<file path="src/sv/ffd_pkg.sv">
// ----------------------------------------------------------------------------
// ffd_pkg
// Shared constants, register and status codes, and the command/status
// bundles between the deframer controller and its datapath.
// ----------------------------------------------------------------------------
`default_nettype none

package ffd_pkg;

  // Default geometry
  localparam int FRAME_LEN_DEF  = 16;
  localparam int BUF_FRAMES_DEF = 3;

  // Fixed field widths
  localparam int BYTE_W    = 8;
  localparam int LEN_W     = 6;
  localparam int STATUS_W  = 2;
  localparam int CFG_IDX_W = 2;

  // Register reset values
  localparam logic [BYTE_W-1:0] HEADER_RST  = 8'hAA;
  localparam logic [BYTE_W-1:0] TRAILER_RST = 8'hBB;
  localparam logic [BYTE_W-1:0] CHECK_RST   = 8'hF0;

  // Register indexes
  localparam logic [CFG_IDX_W-1:0] REG_HEADER  = 2'd0;
  localparam logic [CFG_IDX_W-1:0] REG_TRAILER = 2'd1;
  localparam logic [CFG_IDX_W-1:0] REG_CHECK   = 2'd2;

  // Frame status codes
  localparam logic [STATUS_W-1:0] ST_GOOD      = 2'd0;
  localparam logic [STATUS_W-1:0] ST_BAD_CHECK = 2'd1;
  localparam logic [STATUS_W-1:0] ST_NO_FRAME  = 2'd2;

  // Read port A address select
  typedef logic [1:0] rsel_t;
  localparam rsel_t RSEL_SCAN  = 2'd0;
  localparam rsel_t RSEL_CHK   = 2'd1;
  localparam rsel_t RSEL_EMIT  = 2'd2;
  localparam rsel_t RSEL_SHIFT = 2'd3;

  // Controller -> datapath
  typedef struct packed {
    logic  intake;       // take the offered request
    rsel_t rsel;         // read address select
    logic  scan_next;    // advance scan position
    logic  base_from_p;  // frame found at scan position
    logic  chk_load;     // latch frame status from check byte
    logic  emit_load;    // load one frame byte into output register
    logic  shift_init;   // start compaction after frame
    logic  shift_wr;     // move one byte down
    logic  shift_done;   // store count takes compacted length
    logic  count_clear;  // empty the store
    logic  nf_load;      // load the no-frame result
  } ffd_cmd_t;

  // Datapath -> controller
  typedef struct packed {
    logic chunk_end;   // current request ends its chunk
    logic fast;        // chunk is one well-formed frame
    logic enough;      // store holds at least one frame length
    logic scan_hit;    // header and trailer match at scan position
    logic scan_more;   // another scan position remains
    logic emit_last;   // emitting final frame byte
    logic shift_more;  // bytes remain to compact
    logic out_free;    // output register can take a result
  } ffd_sts_t;

endpackage

`default_nettype wire

</file>
<file path="src/sv/ffd_ctrl.sv">
// ----------------------------------------------------------------------------
// ffd_ctrl
// Sequencer for the deframer: intake, store scan, check byte read,
// frame emission and compaction of the store.
// ----------------------------------------------------------------------------
`default_nettype none

module ffd_ctrl (
  input  wire logic             clk,
  input  wire logic             rst_n,
  input  wire logic             in_valid,
  output logic                  in_stall,
  input  wire ffd_pkg::ffd_sts_t sts,
  output ffd_pkg::ffd_cmd_t     cmd
);

  localparam logic [3:0] S_IDLE     = 4'd0;
  localparam logic [3:0] S_SCAN_RD  = 4'd1;
  localparam logic [3:0] S_SCAN_CMP = 4'd2;
  localparam logic [3:0] S_CHK_RD   = 4'd3;
  localparam logic [3:0] S_CHK_CMP  = 4'd4;
  localparam logic [3:0] S_EMIT_RD  = 4'd5;
  localparam logic [3:0] S_EMIT_WR  = 4'd6;
  localparam logic [3:0] S_SH_RD    = 4'd7;
  localparam logic [3:0] S_SH_WR    = 4'd8;
  localparam logic [3:0] S_NOFRAME  = 4'd9;

  logic [3:0] state_r, state_nxt;
  logic       fast_r, fast_nxt;

  assign in_stall = (state_r != S_IDLE);

  // Next state and commands
  always_comb begin
    state_nxt = state_r;
    fast_nxt  = fast_r;
    cmd       = '0;
    cmd.rsel  = ffd_pkg::RSEL_SCAN;
    unique case (state_r)
      S_IDLE: begin
        cmd.intake = in_valid;
        if (in_valid && sts.chunk_end) begin
          fast_nxt = sts.fast;
          if (sts.fast) begin
            state_nxt = S_CHK_RD;
          end else if (sts.enough) begin
            state_nxt = S_SCAN_RD;
          end else begin
            state_nxt = S_NOFRAME;
          end
        end
      end
      S_SCAN_RD: begin
        state_nxt = S_SCAN_CMP;
      end
      S_SCAN_CMP: begin
        if (sts.scan_hit) begin
          cmd.base_from_p = 1'b1;
          state_nxt       = S_CHK_RD;
        end else if (sts.scan_more) begin
          cmd.scan_next = 1'b1;
          state_nxt     = S_SCAN_RD;
        end else begin
          state_nxt = S_NOFRAME;
        end
      end
      S_CHK_RD: begin
        cmd.rsel  = ffd_pkg::RSEL_CHK;
        state_nxt = S_CHK_CMP;
      end
      S_CHK_CMP: begin
        cmd.rsel     = ffd_pkg::RSEL_CHK;
        cmd.chk_load = 1'b1;
        state_nxt    = S_EMIT_RD;
      end
      S_EMIT_RD: begin
        cmd.rsel  = ffd_pkg::RSEL_EMIT;
        state_nxt = S_EMIT_WR;
      end
      S_EMIT_WR: begin
        cmd.rsel = ffd_pkg::RSEL_EMIT;
        if (sts.out_free) begin
          cmd.emit_load = 1'b1;
          if (!sts.emit_last) begin
            state_nxt = S_EMIT_RD;
          end else if (fast_r) begin
            cmd.count_clear = 1'b1;
            state_nxt       = S_IDLE;
          end else begin
            cmd.shift_init = 1'b1;
            state_nxt      = S_SH_RD;
          end
        end
      end
      S_SH_RD: begin
        cmd.rsel = ffd_pkg::RSEL_SHIFT;
        if (sts.shift_more) begin
          state_nxt = S_SH_WR;
        end else begin
          cmd.shift_done = 1'b1;
          state_nxt      = S_IDLE;
        end
      end
      S_SH_WR: begin
        cmd.rsel     = ffd_pkg::RSEL_SHIFT;
        cmd.shift_wr = 1'b1;
        state_nxt    = S_SH_RD;
      end
      S_NOFRAME: begin
        if (sts.out_free) begin
          cmd.nf_load = 1'b1;
          state_nxt   = S_IDLE;
        end
      end
      default: begin
        state_nxt = S_IDLE;
      end
    endcase
  end

  // State register
  always_ff @(posedge clk) begin
    if (!rst_n) begin
      state_r <= S_IDLE;
      fast_r  <= 1'b0;
    end else begin
      state_r <= state_nxt;
      fast_r  <= fast_nxt;
    end
  end

endmodule

`default_nettype wire

</file>
<file path="src/sv/ffd_dp.sv">
// ----------------------------------------------------------------------------
// ffd_dp
// Deframer datapath: reassembly store, chunk counters, config registers,
// scan and compaction pointers, and the output register.
// ----------------------------------------------------------------------------
`default_nettype none

module ffd_dp #(
  parameter int FRAME_LEN  = ffd_pkg::FRAME_LEN_DEF,
  parameter int BUF_FRAMES = ffd_pkg::BUF_FRAMES_DEF
) (
  input  wire logic                          clk,
  input  wire logic                          rst_n,
  input  wire ffd_pkg::ffd_cmd_t             cmd,
  output ffd_pkg::ffd_sts_t                  sts,
  input  wire logic [ffd_pkg::BYTE_W-1:0]    in_rx_byte,
  input  wire logic [ffd_pkg::LEN_W-1:0]     in_chunk_len,
  input  wire logic                          cfg_we,
  input  wire logic [ffd_pkg::CFG_IDX_W-1:0] cfg_index,
  input  wire logic [ffd_pkg::BYTE_W-1:0]    cfg_wdata,
  output logic                               out_valid,
  input  wire logic                          out_stall,
  output logic [ffd_pkg::BYTE_W-1:0]         out_frame_byte,
  output logic [ffd_pkg::STATUS_W-1:0]       out_status,
  output logic                               out_last_of_run
);

  localparam int DEPTH = FRAME_LEN * BUF_FRAMES;
  localparam int AW    = $clog2(DEPTH);
  localparam int CW    = $clog2(DEPTH + 1);
  localparam int LW    = ffd_pkg::LEN_W;
  localparam int EW    = ((CW > LW) ? CW : LW) + 1;
  localparam int IW    = $clog2(FRAME_LEN);
  localparam int BW    = ffd_pkg::BYTE_W;

  localparam logic [CW-1:0] FL_C    = CW'(FRAME_LEN);
  localparam logic [CW-1:0] DEPTH_C = CW'(DEPTH);
  localparam logic [IW-1:0] I_LAST  = IW'(FRAME_LEN - 1);

  // Config registers
  logic [BW-1:0] hdr_r, trl_r, chk_r;

  // Control state
  logic [CW-1:0] cnt_r;
  logic [LW-1:0] pos_r;
  logic [CW-1:0] start_r;
  logic          out_valid_r;

  // Payload state
  logic [BW-1:0]                first_r;
  logic [CW-1:0]                base_r, p_r, j_r, k_r;
  logic [IW-1:0]                i_r;
  logic [ffd_pkg::STATUS_W-1:0] status_r;
  logic [BW-1:0]                out_byte_r;
  logic [ffd_pkg::STATUS_W-1:0] out_status_r;
  logic                         out_last_r;

  // Store
  logic [BW-1:0] mem [DEPTH];
  logic [BW-1:0] rd_a_r, rd_b_r;
  logic [CW-1:0] raddr_a, raddr_b, waddr;
  logic [BW-1:0] wdata;
  logic          mem_we;

  // Intake terms
  logic [LW-1:0] len_eff, taken;
  logic          wrap, room;
  logic [CW-1:0] cnt_eff, cnt_new, start_eff;
  logic [BW-1:0] first_sel;

  // Config writes
  always_ff @(posedge clk) begin
    if (!rst_n) begin
      hdr_r <= ffd_pkg::HEADER_RST;
      trl_r <= ffd_pkg::TRAILER_RST;
      chk_r <= ffd_pkg::CHECK_RST;
    end else if (cfg_we) begin
      unique case (cfg_index)
        ffd_pkg::REG_HEADER:  hdr_r <= cfg_wdata;
        ffd_pkg::REG_TRAILER: trl_r <= cfg_wdata;
        ffd_pkg::REG_CHECK:   chk_r <= cfg_wdata;
        default: ;
      endcase
    end
  end

  // Chunk bookkeeping for the offered byte
  always_comb begin
    len_eff   = (in_chunk_len == '0) ? LW'(1) : in_chunk_len;
    wrap      = (pos_r == '0) && ((EW'(cnt_r) + EW'(len_eff)) > EW'(DEPTH));
    cnt_eff   = wrap ? '0 : cnt_r;
    start_eff = (pos_r == '0) ? cnt_eff : start_r;
    room      = (cnt_eff < DEPTH_C);
    cnt_new   = room ? (cnt_eff + CW'(1)) : cnt_eff;
    taken     = pos_r + LW'(1);
    first_sel = (pos_r == '0) ? in_rx_byte : first_r;
  end

  // Status to controller
  always_comb begin
    sts.chunk_end  = (taken >= len_eff);
    sts.fast       = (EW'(taken) == EW'(FRAME_LEN)) && ((cnt_new - start_eff) == FL_C) &&
                     (first_sel == hdr_r) && (in_rx_byte == trl_r);
    sts.enough     = (cnt_new >= FL_C);
    sts.scan_hit   = (rd_a_r == hdr_r) && (rd_b_r == trl_r);
    sts.scan_more  = ((CW+1)'(p_r) + (CW+1)'(FRAME_LEN + 1)) <= (CW+1)'(cnt_r);
    sts.emit_last  = (i_r == I_LAST);
    sts.shift_more = (j_r < cnt_r);
    sts.out_free   = !out_valid_r || !out_stall;
  end

  // Read address select
  always_comb begin
    case (cmd.rsel)
      ffd_pkg::RSEL_SCAN:  raddr_a = p_r;
      ffd_pkg::RSEL_CHK:   raddr_a = base_r + CW'(FRAME_LEN - 2);
      ffd_pkg::RSEL_EMIT:  raddr_a = base_r + CW'(i_r);
      ffd_pkg::RSEL_SHIFT: raddr_a = j_r;
      default:             raddr_a = p_r;
    endcase
    raddr_b = p_r + CW'(FRAME_LEN - 1);
  end

  // Write port: intake byte or compaction move
  always_comb begin
    mem_we = 1'b0;
    waddr  = cnt_eff;
    wdata  = in_rx_byte;
    if (cmd.intake) begin
      mem_we = room;
    end else if (cmd.shift_wr) begin
      mem_we = 1'b1;
      waddr  = k_r;
      wdata  = rd_a_r;
    end
  end

  // Store: one write, two registered reads
  always_ff @(posedge clk) begin
    if (mem_we) begin
      mem[waddr[AW-1:0]] <= wdata;
    end
    rd_a_r <= mem[raddr_a[AW-1:0]];
    rd_b_r <= mem[raddr_b[AW-1:0]];
  end

  // Counters and output valid
  always_ff @(posedge clk) begin
    if (!rst_n) begin
      cnt_r       <= '0;
      pos_r       <= '0;
      start_r     <= '0;
      out_valid_r <= 1'b0;
    end else begin
      if (cmd.intake) begin
        cnt_r   <= cnt_new;
        start_r <= start_eff;
        pos_r   <= sts.chunk_end ? '0 : taken;
      end else if (cmd.count_clear) begin
        cnt_r <= '0;
      end else if (cmd.shift_done) begin
        cnt_r <= k_r;
      end
      if (cmd.emit_load || cmd.nf_load) begin
        out_valid_r <= 1'b1;
      end else if (!out_stall) begin
        out_valid_r <= 1'b0;
      end
    end
  end

  // Pointers and output payload
  always_ff @(posedge clk) begin
    if (cmd.intake) begin
      base_r <= start_eff;
      p_r    <= '0;
      if (pos_r == '0) begin
        first_r <= in_rx_byte;
      end
    end
    if (cmd.scan_next) begin
      p_r <= p_r + CW'(1);
    end
    if (cmd.base_from_p) begin
      base_r <= p_r;
    end
    if (cmd.chk_load) begin
      status_r <= (rd_a_r == chk_r) ? ffd_pkg::ST_GOOD : ffd_pkg::ST_BAD_CHECK;
      i_r      <= '0;
    end
    if (cmd.emit_load) begin
      out_byte_r   <= rd_a_r;
      out_status_r <= status_r;
      out_last_r   <= (i_r == I_LAST);
      i_r          <= i_r + IW'(1);
    end
    if (cmd.nf_load) begin
      out_byte_r   <= '0;
      out_status_r <= ffd_pkg::ST_NO_FRAME;
      out_last_r   <= 1'b1;
    end
    if (cmd.shift_init) begin
      j_r <= base_r + FL_C;
      k_r <= '0;
    end
    if (cmd.shift_wr) begin
      j_r <= j_r + CW'(1);
      k_r <= k_r + CW'(1);
    end
  end

  assign out_valid       = out_valid_r;
  assign out_frame_byte  = out_byte_r;
  assign out_status      = out_status_r;
  assign out_last_of_run = out_last_r;

endmodule

`default_nettype wire

</file>
<file path="src/sv/fixed_frame_deframer.sv">
// ----------------------------------------------------------------------------
// fixed_frame_deframer
// Reassembles received chunks and extracts fixed-length frames delimited by
// a header and a trailer byte.
// ----------------------------------------------------------------------------
// A byte that does not end its chunk is taken with no stall. A chunk-ending
// byte holds the input stalled while the store is worked on through its
// single write port and two registered read ports: each scan position is
// read and compared, as is the check byte, then each of the FRAME_LEN frame
// bytes is read and loaded into the output register, waiting if the output
// stalls; then each kept byte is read and moved to the front. A one-frame
// chunk skips scan and move. No frame found gives one status result. The
// store needs no clearing after reset: only bytes written since are ever read.
`default_nettype none

module fixed_frame_deframer #(
  parameter int FRAME_LEN  = ffd_pkg::FRAME_LEN_DEF,
  parameter int BUF_FRAMES = ffd_pkg::BUF_FRAMES_DEF
) (
  input  wire logic                          clk,
  input  wire logic                          rst_n,
  input  wire logic                          in_valid,
  output logic                               in_stall,
  input  wire logic [ffd_pkg::BYTE_W-1:0]    in_rx_byte,
  input  wire logic [ffd_pkg::LEN_W-1:0]     in_chunk_len,
  output logic                               out_valid,
  input  wire logic                          out_stall,
  output logic [ffd_pkg::BYTE_W-1:0]         out_frame_byte,
  output logic [ffd_pkg::STATUS_W-1:0]       out_status,
  output logic                               out_last_of_run,
  input  wire logic                          cfg_we,
  input  wire logic [ffd_pkg::CFG_IDX_W-1:0] cfg_index,
  input  wire logic [ffd_pkg::BYTE_W-1:0]    cfg_wdata
);

  ffd_pkg::ffd_cmd_t cmd;
  ffd_pkg::ffd_sts_t sts;

  // Sequencer
  ffd_ctrl u_ctrl (
    .clk      (clk),
    .rst_n    (rst_n),
    .in_valid (in_valid),
    .in_stall (in_stall),
    .sts      (sts),
    .cmd      (cmd)
  );

  // Store and datapath
  ffd_dp #(
    .FRAME_LEN  (FRAME_LEN),
    .BUF_FRAMES (BUF_FRAMES)
  ) u_dp (
    .clk             (clk),
    .rst_n           (rst_n),
    .cmd             (cmd),
    .sts             (sts),
    .in_rx_byte      (in_rx_byte),
    .in_chunk_len    (in_chunk_len),
    .cfg_we          (cfg_we),
    .cfg_index       (cfg_index),
    .cfg_wdata       (cfg_wdata),
    .out_valid       (out_valid),
    .out_stall       (out_stall),
    .out_frame_byte  (out_frame_byte),
    .out_status      (out_status),
    .out_last_of_run (out_last_of_run)
  );

  // A chunk-ending request always starts chunk-end processing
  a_chunk_end_stalls: assert property (@(posedge clk) disable iff (!rst_n)
    in_valid && !in_stall && sts.chunk_end |=> in_stall)
    else $error("chunk end did not start processing");

  // A no-frame result is a single zero byte closing the run
  a_noframe_shape: assert property (@(posedge clk) disable iff (!rst_n)
    out_valid && (out_status == ffd_pkg::ST_NO_FRAME) |-> out_last_of_run &&
    (out_frame_byte == '0))
    else $error("malformed no-frame result");

  // No result is loaded while new bytes are being taken
  a_no_emit_in_intake: assert property (@(posedge clk) disable iff (!rst_n)
    !in_stall |-> !cmd.emit_load && !cmd.nf_load && !cmd.shift_wr)
    else $error("result or compaction during intake");

endmodule

`default_nettype wire

</file>
<file path="config.mk">
export PLATFORM = sky130hd
export DESIGN_NAME = fixed_frame_deframer
export DESIGN_NICKNAME = d
export VERILOG_FILES = /design/src/sv/ffd_pkg.sv /design/src/sv/ffd_ctrl.sv /design/src/sv/ffd_dp.sv /design/src/sv/fixed_frame_deframer.sv
export SDC_FILE = /design/constraint.sdc
export NUM_CORES = 1
export LEC_CHECK = 0
export ABC_AREA = 1
export ABC_CLOCK_PERIOD_IN_PS = 10550
export BUFFER_PORTS_ARGS = -buffer_cell sky130_fd_sc_hd__buf_2
export CELL_PAD_IN_SITES_DETAIL_PLACEMENT = 1
export CELL_PAD_IN_SITES_GLOBAL_PLACEMENT = 2
export CORE_ASPECT_RATIO = 1.1
export CORE_UTILIZATION = 35
export CTS_CLUSTER_SIZE = 8
export DETAILED_ROUTE_END_ITERATION = 8
export PLACE_DENSITY_LB_ADDON = 0.1
export SLEW_MARGIN = 0
export SYNTH_ARGS = -nofsm -noshare
export SYNTH_HDL_FRONTEND = slang
export SYNTH_HIERARCHICAL = 1
export SYNTH_SLANG_ARGS = --single-unit
</file>
<file path="constraint.sdc">
create_clock -name clk -period 10.55 [get_ports clk]
set_input_delay 1.055 -clock clk [delete_from_list [all_inputs] [get_ports clk]]
set_output_delay 1.055 -clock clk [all_outputs]
set_load 0.005 [all_outputs]
</file>
==> results.cfg, run 1 <==
[flow_run]
drv_cap = 0

[logic_synthesis]
netlist_top_cells_area = edfxtp_1 (48%), nand3_1 (6.7%), nand2_1 (6.1%), o21ai_0 (6.0%), dfxtp_1 (5.8%)
yosysMostFrequentCell = nand2_1
synth_area_leader_cell = edfxtp_1
syn_avg_cell_area_um2 = 9.064
synthesis.area_um2 = 26090
synth-edff-count = 421
yosysUniqueCellTypes = 55
ys_top_cells_by_count = nand2_1 (422), edfxtp_1 (421), nand3_1 (351)
yosysTopAreaCellShare_pct = 48.46
ys.flop_type = edfxtp_1
synthArstFlopShare_pct = 0
synth_warnings = 6
ys_ff_latch = 496
ys_seq_area_share_pct = 54.22
synth_nets = 2950
postSynthCellCount = 2878

[critical_path]
cp-end-kind = flip-flop
critical-path-top-delay-family = buffers and inverters
cp-start-kind = flip-flop
critical_path_buf_inv_count = 4
critPathKind = reg -> reg
ff2ff_path_depth = 16
crit_top_cell = nand2_1
crit_start = u_ctrl/state_r[0]$_SDFFE_PN0P_
rr_startpoint = u_ctrl/state_r[0]$_SDFFE_PN0P_
cp_slowest_stage_delay_ns = 1.08
worst_ep_arrival_time_ns = 5.99
crit_fanout = 58
critPathSlowestCell = clkinv_2
timing.rr.end = u_dp/rd_a_r[5]$_DFF_P_
rrSetupSlack_ns = 5.05
cp.required_ns = 11.04
crit_chain = nor2_2 -> nand2_1 -> o21ai_0 -> inv_2 -> nand2_2 -> o2111ai_1 -> o21ai_4 -> buf_4 -> clkinv_2 -> buf_4 -> o211ai_1 -> nand3_1 -> o21ai_1 -> nand2_1 -> nand3_1 -> nand2_1

[detailed_routing]
vias = 21750
postRouteAntennaNets = 0
wl_mm = 99.51
viasPerCell = 5.641
post_drt_wl_per_cell_um = 25.81
dr.pass1.iters = 7
initialDrtViolationCount = 1539
drc_errors = 0

[power_and_ir_drop]
power_leakage_nw = 11.02
peakVddDrop_v = 0.0002347
p_total_mw = 10.94
powerDensity_nw_per_um2 = 375.6

[place]
routabilityCongestion = 0.8493
port_buffers = 41
dp.cells = 3745
post-dp-hpwl_mm = 63.50

[min_path]
hp-start = u_dp/out_frame_byte[5]$_SDFFE_PP0P_
hold_class = reg -> reg
whs_endpoint = u_dp/out_frame_byte[5]$_SDFFE_PP0P_
hold_path_depth = 2

[timing]
slew_violations = 0
fmax_mhz = 181.8
setup_viol = 0
fin_crit_ns = 5.501
finalSetupTns_ns = 0
hold_viol_final = 0
max_slew_margin_pct = 16.74
rsz0062_at_grt = false
period_share_pct = 52.14
skew_ns = 0.03274
tightest_slew_ns = 1.244

[floorplan]
die_h_um = 288.3
num_rows = 104
dieArea_um2 = 75630
ioPinCount = 42
start_util_pct = 35.48
core_um2 = 73520
dieWidth_um = 262.3

[layout]
diodes = 0
fin_cells = 3855
fin_nets = 2937
drive_gt1_share_pct = 8.170
syn_to_final_growth_pct = 11.63

[global_route]
grt_max_degree = 116
grt_pass1_wl_mm = 146.7
overflow = 0
grt_pass1_vias = 22490
grt_util_all_layers_pct = 26.08
antenna_found_initial = 1

[clocking]
cts_made_buffers = 72
clock_latency_ns = 0.61
clock_tree.root_cell = clkbuf_16
cts_tree = yes
clk_pin_slew_ns = 0.05
post_cts_resized = 0
ctsHoldBuffers = 0
htreeDepth = 3
numClockSinks = 496
cts_setup_buffers = 0
cts_buffer_depth = 3

[status]
outcome = finished clean
[layout make-up]
class | count | area (um^2)
clock buffer | 106 | 1929
clock inverter | 4 | 42.54
fill | 8387 | 44400
inverter | 346 | 1311
multi-input combinational | 1865 | 9972
sequential | 496 | 14140
tap | 954 | 1194
timing repair buffer | 84 | 528.0
[stage by stage]
step / util (%) / setup WS (ns) / hold slack [ns] / area, um^2
2_1_floorplan: - / 5.500 / 0.4418 / 26090
3_3_place_gp: 36.93 / 4.622 / 0.4392 / 27150
3_5_place_dp: 36.93 / 4.619 / 0.4436 / 27150
4_1_cts: 39.61 / 5.045 / 0.4576 / 29120
5_1_grt: 39.61 / 4.737 / 0.4948 / 29120
6_report: 39.61 / 5.049 / 0.4547 / 29120
[cell families (layout without fill, tap and decap cells)]
group,count (synthesis),count (layout),share of synthesized area [%]
XOR/XNOR,40,40,1.372
AND/OR/NAND/NOR,976,976,16.51
AO/OA/AOI/OAI,806,806,17.76
adder cells (fa/ha/maj),43,43,2.120
buffers and inverters,517,540,8.019
flip-flops,496,496,54.22
[layout by cell type, fill, tap and decap left out, types with 6 or more instances in the layout]
master,n
nand4_1,21
a21oi_1,259
buf_4,43
o21a_1,6
nor2_1,139
nor3_1,9
buf_2,41
xnor2_1,24
ha_1,40
inv_1,328
o21ai_0,306
o22ai_1,6
o211ai_2,10
edfxtp_1,421
o211ai_1,160
nor2_2,7
nand3_1,351
o21ai_4,9
xor2_1,14
dfxtp_1,75
clkbuf_1,34
o21ai_1,21
inv_2,13
clkbuf_16,72
nand2_1,422
a31oi_1,6
[sequential cells by signal, summed over array words and instances, names as in the netlist, 2 cells and up]
signal	count
u_ctrl/state_r	4
u_dp/first_r	8
u_dp/start_r	6
u_dp/out_frame_byte	8
u_dp/out_status	2
u_dp/mem	384
u_dp/trl_r	8
u_dp/cnt_r	6
u_dp/pos_r	6
u_dp/base_r	6
u_dp/chk_r	8
u_dp/hdr_r	8
u_dp/rd_a_r	8
u_dp/rd_b_r	8
u_dp/j_r	6
u_dp/i_r	4
u_dp/p_r	6
u_dp/k_r	6
[per-layer routing]
metal	vias to the layer above	wire (um)	GRT usage, %
met2	497	48030	45.16
met1	11010	43520	32.95
met4	2	3629	10.54
li1	10080	-	-
met5	-	13	0
met3	159	4312	3.539
[worst max-delay path by stage]
| stage | cells past startpoint | slack [ns] | end |
|---|---|---|---|
| after floorplan | 35 | 5.50 | u_ctrl/state_r[1]$_SDFFE_PN0P_ |
| after global placement | 36 | 4.62 | u_ctrl/state_r[1]$_SDFFE_PN0P_ |
| after detailed placement | 36 | 4.62 | u_ctrl/state_r[1]$_SDFFE_PN0P_ |
| after CTS | 16 | 5.05 | u_dp/rd_a_r[4]$_DFF_P_ |
| after global routing | 16 | 4.74 | u_dp/rd_a_r[4]$_DFF_P_ |
| final | 16 | 5.05 | u_dp/rd_a_r[5]$_DFF_P_ |
[report_power, final]
part	internal, mW	total (mW)	switching (mW)	leakage [nW]
Combinational	1.59	6.15	4.56	5.64
Clock	1.25	2.12	0.874	0.948
Sequential	2.48	2.66	0.187	4.43
Total	5.32	10.9	5.62	11.0
[worst register-to-register path, delay by kind of cell (launching register included)]
family	cells	cell delay (ns)
DFF	1	0.36
and+or+nand+nor	7	1.19
AOI/OAI and AO/OA	5	1.06
buffers and inverters	4	2.79
Note: power is estimated with default switching activity, not from simulation.
==> run 2: changes to the inputs <==
--- a/config.mk
+++ b/config.mk
@@ -6,7 +6,7 @@
 export NUM_CORES = 1
 export LEC_CHECK = 0
 export ABC_AREA = 1
-export ABC_CLOCK_PERIOD_IN_PS = 10550
+export ABC_CLOCK_PERIOD_IN_PS = 4600
 export BUFFER_PORTS_ARGS = -buffer_cell sky130_fd_sc_hd__buf_2
 export CELL_PAD_IN_SITES_DETAIL_PLACEMENT = 1
 export CELL_PAD_IN_SITES_GLOBAL_PLACEMENT = 2
==> constraint.sdc (replaced) <==
create_clock -name clk -period 4.6 [get_ports clk]
set_input_delay 0.46 -clock clk [delete_from_list [all_inputs] [get_ports clk]]
set_output_delay 0.46 -clock clk [all_outputs]
set_load 0.005 [all_outputs]
==> run 2 against run 1 <==
Compared with the run above:
- sequential power rose by 130%
- maximum frequency rose by 29%
- via count grew 1.3%
- cell count rose by 2.6%
- sequential cell count unchanged
- clock skew shrank 0.0040 ns
- hold slack worse by 0.35 ns
- sequential share of layout area is 1.8 points lower
- critical path depth increased by 17
- final area is 3.9% higher
- count of clock-buffer cells in the layout down 12
- critical path type unchanged
- register-to-register slack got worse by 4.7 ns
==> results.cfg, run 2 (synthesized netlist as in run 1, its figures left out) <==
[place]
post-dp-hpwl_mm = 64.54
port_buffers = 41
dp.cells = 3851
dpl_cell_area_um2 = 28090
routabilityCongestion = 0.8686

[timing]
finalSetupTns_ns = 0
skew_ns = 0.02876
max_slew_margin_pct = 25.02
hold_viol_final = 0
tightest_slew_ns = 1.116
slew_violations = 0
fmax_mhz = 235.0
period_share_pct = 92.52
fin_crit_ns = 4.256
setup_viol = 0

[critical_path]
critPathSlowestCell = fa_2
ff2ff_path_depth = 33
rr_startpoint = u_dp/cnt_r[0]$_SDFFE_PN0P_
cp_slowest_stage_delay_ns = 0.39
critPathKind = reg -> reg
crit_end = u_ctrl/state_r[1]$_SDFFE_PN0P_
cp-start-kind = flip-flop
rrSetupSlack_ns = 0.34
cp-end-kind = flip-flop
worst_ep_arrival_time_ns = 4.79
timing.rr.end = u_ctrl/state_r[1]$_SDFFE_PN0P_
crit_top_cell = nand2_1
crit_start = u_dp/cnt_r[0]$_SDFFE_PN0P_
cp.required_ns = 5.13
crit_fanout = 3

[detailed_routing]
dr.pass1.iters = 5
viasPerCell = 5.567
post_drt_wl_per_cell_um = 25.23
drc_errors = 0
vias = 22020
wl_mm = 99.83
postRouteAntennaNets = 0
initialDrtViolationCount = 1569

[clocking]
cts_made_buffers = 73
clock_latency_ns = 0.62
cts_buffer_depth = 3
clk_pin_slew_ns = 0.05
htreeDepth = 3
numClockSinks = 496
clock_tree.root_cell = clkbuf_16
cts_tree = yes

[power_and_ir_drop]
power_leakage_nw = 11.67
peakVddDrop_v = 0.0008559
powerDensity_nw_per_um2 = 861.9

[min_path]
hp-start = cfg_wdata[4]
hold_class = in -> reg

[floorplan]
dieArea_um2 = 75630
ioPinCount = 42
start_util_pct = 35.48
die_h_um = 288.3
dieWidth_um = 262.3
num_rows = 104
core_um2 = 73520

[layout]
layout_common_cells = edfxtp_1 (421), nand2_1 (419), nand3_1 (350), inv_1 (322), o21ai_0 (305)
fin_area_um2 = 30240
seqCellArea_um2 = 14150
drive_gt1_share_pct = 12.46
syn_to_final_growth_pct = 15.93
multi_input_area_um2 = 10040
final_common_cell = edfxtp_1
largest_reg_flops = 384
diodes = 0
fin_nets = 3047
fin_cells = 3956
nFillCells = 8334

[global_route]
grt_pass1_wl_mm = 147.6
overflow = 0
grt_util_all_layers_pct = 26.24
grt_max_degree = 194
grt_pass1_vias = 22640
antenna_found_initial = 2

[flow_run]
drv_cap = 0

[status]
outcome = finished clean
==> run 2: cell types whose count changed in the layout (fill, tap and decap cells not counted), moves of 6 or more <==
| cell | change |
|---|---|
| inv_1 | -6 |
| inv_2 | +6 |
| buf_4 | +97 |
| clkbuf_1 | -15 |
| buf_12 | +12 |
==> run 2: final cells by class <==
type | count | share of cell area [%]
Clock buffer | 94 | 6.404
Clock inverter | 8 | 0.3847
Inverter | 346 | 4.336
Multi-Input combinational cell | 1865 | 33.20
Sequential cell | 496 | 46.78
Tap cell | 954 | 3.947
Timing Repair Buffer | 193 | 4.948
==> run 2: routing by layer <==
| metal | GRT usage (%) | up-vias | share of wire (%) |
|---|---|---|---|
| li1 | - | 10310 | - |
| met1 | 34.16 | 11000 | 44 |
| met2 | 44.53 | 523 | 48 |
| met3 | 2.694 | 192 | 4.0 |
| met4 | 11.37 | 2 | 4.0 |
| met5 | 0 | - | 0.011 |
==> run 2: how the worst min path moves through the flow <==
stage,endpoint,slack [ns],depth (start not counted)
finish,u_dp/chk_r[4]$_SDFFE_PN1P_,0.11,3
global route,u_dp/chk_r[5]$_SDFFE_PN1P_,0.12,3
CTS,u_dp/chk_r[4]$_SDFFE_PN1P_,0.07,3
detailed placement,u_dp/out_status[1]$_SDFFE_PP1P_,0.44,2
floorplan,u_dp/out_status[1]$_SDFFE_PP1P_,0.44,2
global placement,u_dp/out_status[1]$_SDFFE_PP1P_,0.43,2
==> run 2: timing repair <==
action	in CTS	in global routing
hold buffers	0	0
setup buffers	0	3
gates resized for setup	0	26
endpoints found under the setup margin	0	3
==> run 2: worst max-delay path, delay by kind of cell (launching register included) <==
| kind | cells | cell delay [ns] |
|---|---|---|
| DFF | 1 | 0.36 |
| adders and majority gates | 4 | 1.05 |
| and+or+nand+nor | 19 | 1.84 |
| buffers and inverters | 6 | 0.29 |
| AOI/OAI and AO/OA | 4 | 0.64 |
==> run 2: stage by stage <==
| stage | power [mW] | worst slack (ns) | hold WS (ns) | util, % |
|---|---|---|---|---|
| after floorplan | 14.76 | 0.1448 | 0.4418 | - |
| after global placement | 20.77 | -0.4074 | 0.4278 | 38.21 |
| after detailed placement | 21.00 | -0.4792 | 0.4356 | 38.21 |
| after CTS | 26.10 | 0.05782 | 0.07370 | 41.01 |
| after global routing | 27.48 | -0.008128 | 0.1248 | 41.14 |
| final | 26.07 | 0.3440 | 0.1096 | 41.14 |
==> run 2: power by group <==
group	internal (mW)	leakage, nW	switching, mW
clock	2.98	0.996	2.03
combinational	4.28	6.25	10.8
sequential	5.68	4.43	0.337
total	12.9	11.7	13.1
==> run 3: changes to the inputs <==
--- a/config.mk
+++ b/config.mk
@@ -5,8 +5,8 @@
 export SDC_FILE = /design/constraint.sdc
 export NUM_CORES = 1
 export LEC_CHECK = 0
-export ABC_AREA = 1
-export ABC_CLOCK_PERIOD_IN_PS = 4600
+export ABC_AREA = 0
+export ABC_CLOCK_PERIOD_IN_PS = 4700
 export BUFFER_PORTS_ARGS = -buffer_cell sky130_fd_sc_hd__buf_2
 export CELL_PAD_IN_SITES_DETAIL_PLACEMENT = 1
 export CELL_PAD_IN_SITES_GLOBAL_PLACEMENT = 2
==> constraint.sdc (replaced) <==
create_clock -name clk -period 4.7 [get_ports clk]
set_input_delay 0.47 -clock clk [delete_from_list [all_inputs] [get_ports clk]]
set_output_delay 0.47 -clock clk [all_outputs]
set_load 0.005 [all_outputs]
==> run 3 against run 2 <==
Compared with the run above:
- the run now ends with DRC left
- cell count decreased by 22%
- final area is 0.96% lower
- power is 38% lower
- clock skew is 0.0063 ns higher
- register-to-register slack worse by 0.10 ns
==> results.cfg, run 3 <==
[status]
outcome = complete, but fails checks
violations = DRC

[critical_path]
timing.rr.end = u_ctrl/state_r[1]$_SDFFE_PN0P_
critPathKind = reg -> reg
crit_fanout = 4
cp-end-kind = flip-flop
rr_startpoint = u_dp/cnt_r[0]$_SDFFE_PN0P_
crit_end = u_ctrl/state_r[1]$_SDFFE_PN0P_
rrSetupSlack_ns = 0.24
cp-start-kind = flip-flop
ff2ff_path_depth = 21
crit_start = u_dp/cnt_r[0]$_SDFFE_PN0P_
worst_ep_arrival_time_ns = 4.97
cp.required_ns = 5.21

[logic_synthesis]
synth-edff-count = 421
ys.flop_type = edfxtp_1
synth-adder-area-share_pct = 2.146
ys_ff_latch = 496
synth_top_family_by_area = multiplexers
ys_top_cells_by_count = edfxtp_1 (421), nand2_1 (281), mux2i_1 (138)
synthArstFlopShare_pct = 0
yosysMostFrequentCell = edfxtp_1
yosysUniqueCellTypes = 75
yosysTopAreaCellShare_pct = 49.07
postSynthCellCount = 1997
synthesis.area_um2 = 25770
syn_avg_cell_area_um2 = 12.90
yosys.area_share.simple_pct = 12.31
ys_seq_area_share_pct = 54.89
synth.area.mux_share_pct = 17.35
synth_warnings = 6
synth_area_leader_cell = edfxtp_1
synth_xor_area_share_pct = 2.481
synth_nets = 2069
synth-compound-area-share_pct = 7.425
netlist_top_cells_area = edfxtp_1 (49%), mux4_2 (12%), dfxtp_1 (5.8%), mux2i_1 (5.4%), nand2_1 (4.1%)

[power_and_ir_drop]
powerDensity_nw_per_um2 = 536.1
p_seq_share_pct = 33.4
p_sw_mw = 5.790
p_total_mw = 16.06
p_clk_share_pct = 30.2
combPwrFrac_pct = 36.4
peakVddDrop_v = 0.0002365
power_leakage_nw = 10.56
switching_share_pct = 36.06
p_int_mw = 10.27

[place]
post-dp-hpwl_mm = 59.82
port_buffers = 41
routabilityCongestion = 0.8376

[clocking]
clock_tree.root_cell = clkbuf_16
clk_pin_slew_ns = 0.06
cts_made_buffers = 72
htreeDepth = 3
clock_latency_ns = 0.62
cts_buffer_depth = 3
numClockSinks = 496
ctsHoldBuffers = 0
cts_tree = yes

[timing]
fmax_mhz = 224.2
hold_viol_final = 0
slew_violations = 0
period_share_pct = 94.90
skew_ns = 0.03503
rsz0062_at_grt = true
setup_viol = 0
fin_crit_ns = 4.461
hold_slack_ns = 0.1045
tightest_slew_ns = 1.169
max_slew_margin_pct = 21.82

[layout]
fin_nets = 2196
drive_gt1_share_pct = 22.11
layout_common_cells = edfxtp_1 (421), nand2_1 (278), mux2i_1 (138), buf_4 (138), mux4_2 (132)
diodes = 0
largest_reg_flops = 384
final_common_cell = edfxtp_1
syn_to_final_growth_pct = 16.26

[floorplan]
core_um2 = 72300
num_rows = 103
dieArea_um2 = 74710
dieWidth_um = 260.7
ioPinCount = 42
start_util_pct = 35.64
die_h_um = 286.6

[global_route]
antenna_found_initial = 1
grt_max_degree = 65
grt_pass1_vias = 18540
grt_util_all_layers_pct = 23.87
overflow = 0
grt_pass1_wl_mm = 129.7

[detailed_routing]
initialDrtViolationCount = 1257
postRouteAntennaNets = 0
wl_mm = 88.10
dr.pass1.iters = 7
vias = 17490
viasPerCell = 5.647
post_drt_wl_per_cell_um = 28.44
drc_errors = 14

[flow_run]
drv_cap = 0

[min_path]
hold_class = in -> reg
==> run 3: cell count changes in the layout (fill, tap and decap cells not counted), moves of 22 or more <==
cell	previous run	this run
and3_1	0	22
o21ai_0	305	15
mux2i_1	0	138
a21oi_1	259	29
o211ai_1	160	3
nand2_1	419	278
a311oi_1	0	24
a211oi_1	1	57
nor3_1	8	35
mux4_2	0	132
nand3_1	350	71
nor2b_1	0	50
inv_1	322	41
nor2_1	136	112
==> run 3: logic make-up (layout without fill, tap and decap cells) <==
family	after synthesis	count (layout)
simple gates	669	669
flops	496	496
mux	279	279
compound gates	255	255
buf+inv	182	338
xor+xnor	73	73
fa+ha+maj	43	43
==> run 3: worst max-delay path, cell delays in order (launching register included) <==
cell	delay [ns]
dfxtp_2	0.34
ha_4	0.16
inv_2	0.04
fa_2	0.19
nor2b_1	0.04
o21a_1	0.20
o21a_1	0.20
nor4_2	0.24
o211a_1	0.22
or2_4	0.16
nor2_4	0.03
ha_1	0.29
mux2_4	0.29
ha_4	0.28
nand4_1	0.09
nor4_1	0.18
nand4_1	0.15
or4b_4	0.55
nor4_4	0.15
nor3b_2	0.20
a31oi_1	0.06
a311oi_1	0.28
==> run 3: timing repair <==
action / in CTS / in global routing
endpoints found under the setup margin: 1 / 3
resized for setup: 1 / 6
pin swaps: 0 / 8
endpoints found under the hold margin: 0 / 0
setup buffers: 0 / 1
==> run 3: stage by stage <==
step                setup TNS [ns]  worst slack (ns)  instance area [um^2]  utilization, %  std cells
CTS                              0           0.03152                 29920           41.38       3097
detailed placement          -1.206           -0.4945                 27860           38.54       2994
global placement            -1.045           -0.4472                 27860           38.54       2994
global route              -0.06201          -0.06201                 29960           41.43       3098
finish                           0            0.2395                 29960           41.43       3098
floorplan                  -0.4434           -0.3026                 25870               -       1997
==> run 3: metal layers <==
layer	track usage, %	vias to the layer above	wire, um
met5	0	-	0
met4	6.272	0	1988
met3	3.188	119	3691
met2	40.35	409	43440
met1	32.10	9126	38980
li1	-	7840	-
==> run 3: worst min-delay path by stage <==
| stage | from | end | slack (ns) | cells past startpoint |
|---|---|---|---|---|
| 5_1_grt | cfg_wdata[7] | u_dp/trl_r[7]$_SDFFE_PN1P_ | 0.11 | 3 |
| 3_3_place_gp | u_dp/out_status[1]$_SDFFE_PP1P_ | u_dp/out_status[1]$_SDFFE_PP1P_ | 0.45 | 1 |
| 2_1_floorplan | u_dp/start_r[3]$_SDFFE_PN0P_ | u_dp/start_r[3]$_SDFFE_PN0P_ | 0.44 | 2 |
| 3_5_place_dp | u_dp/out_status[1]$_SDFFE_PP1P_ | u_dp/out_status[1]$_SDFFE_PP1P_ | 0.45 | 1 |
| 4_1_cts | cfg_wdata[7] | u_dp/chk_r[7]$_SDFFE_PN1P_ | 0.07 | 3 |
| 6_report | cfg_wdata[7] | u_dp/chk_r[7]$_SDFFE_PN1P_ | 0.10 | 3 |
==> run 3: layout make-up <==
cell class	count	area [um^2]
clock buffers	98	1972
clock inverters	5	80.08
fillers	7479	42340
inverters	46	175.2
multi-input cells	1319	10960
flip-flops and latches	496	14140
well taps	945	1182
repair buffers	189	1441
==> run 3: power by group through the flow <==
stage	clock network, mW	logic (mW)	registers [mW]
after floorplan	0	3.62	5.32
after global placement	0	5.77	5.45
after detailed placement	0	5.83	5.46
after CTS	5.00	5.86	5.37
after global routing	5.16	6.19	5.38
final	4.85	5.84	5.36
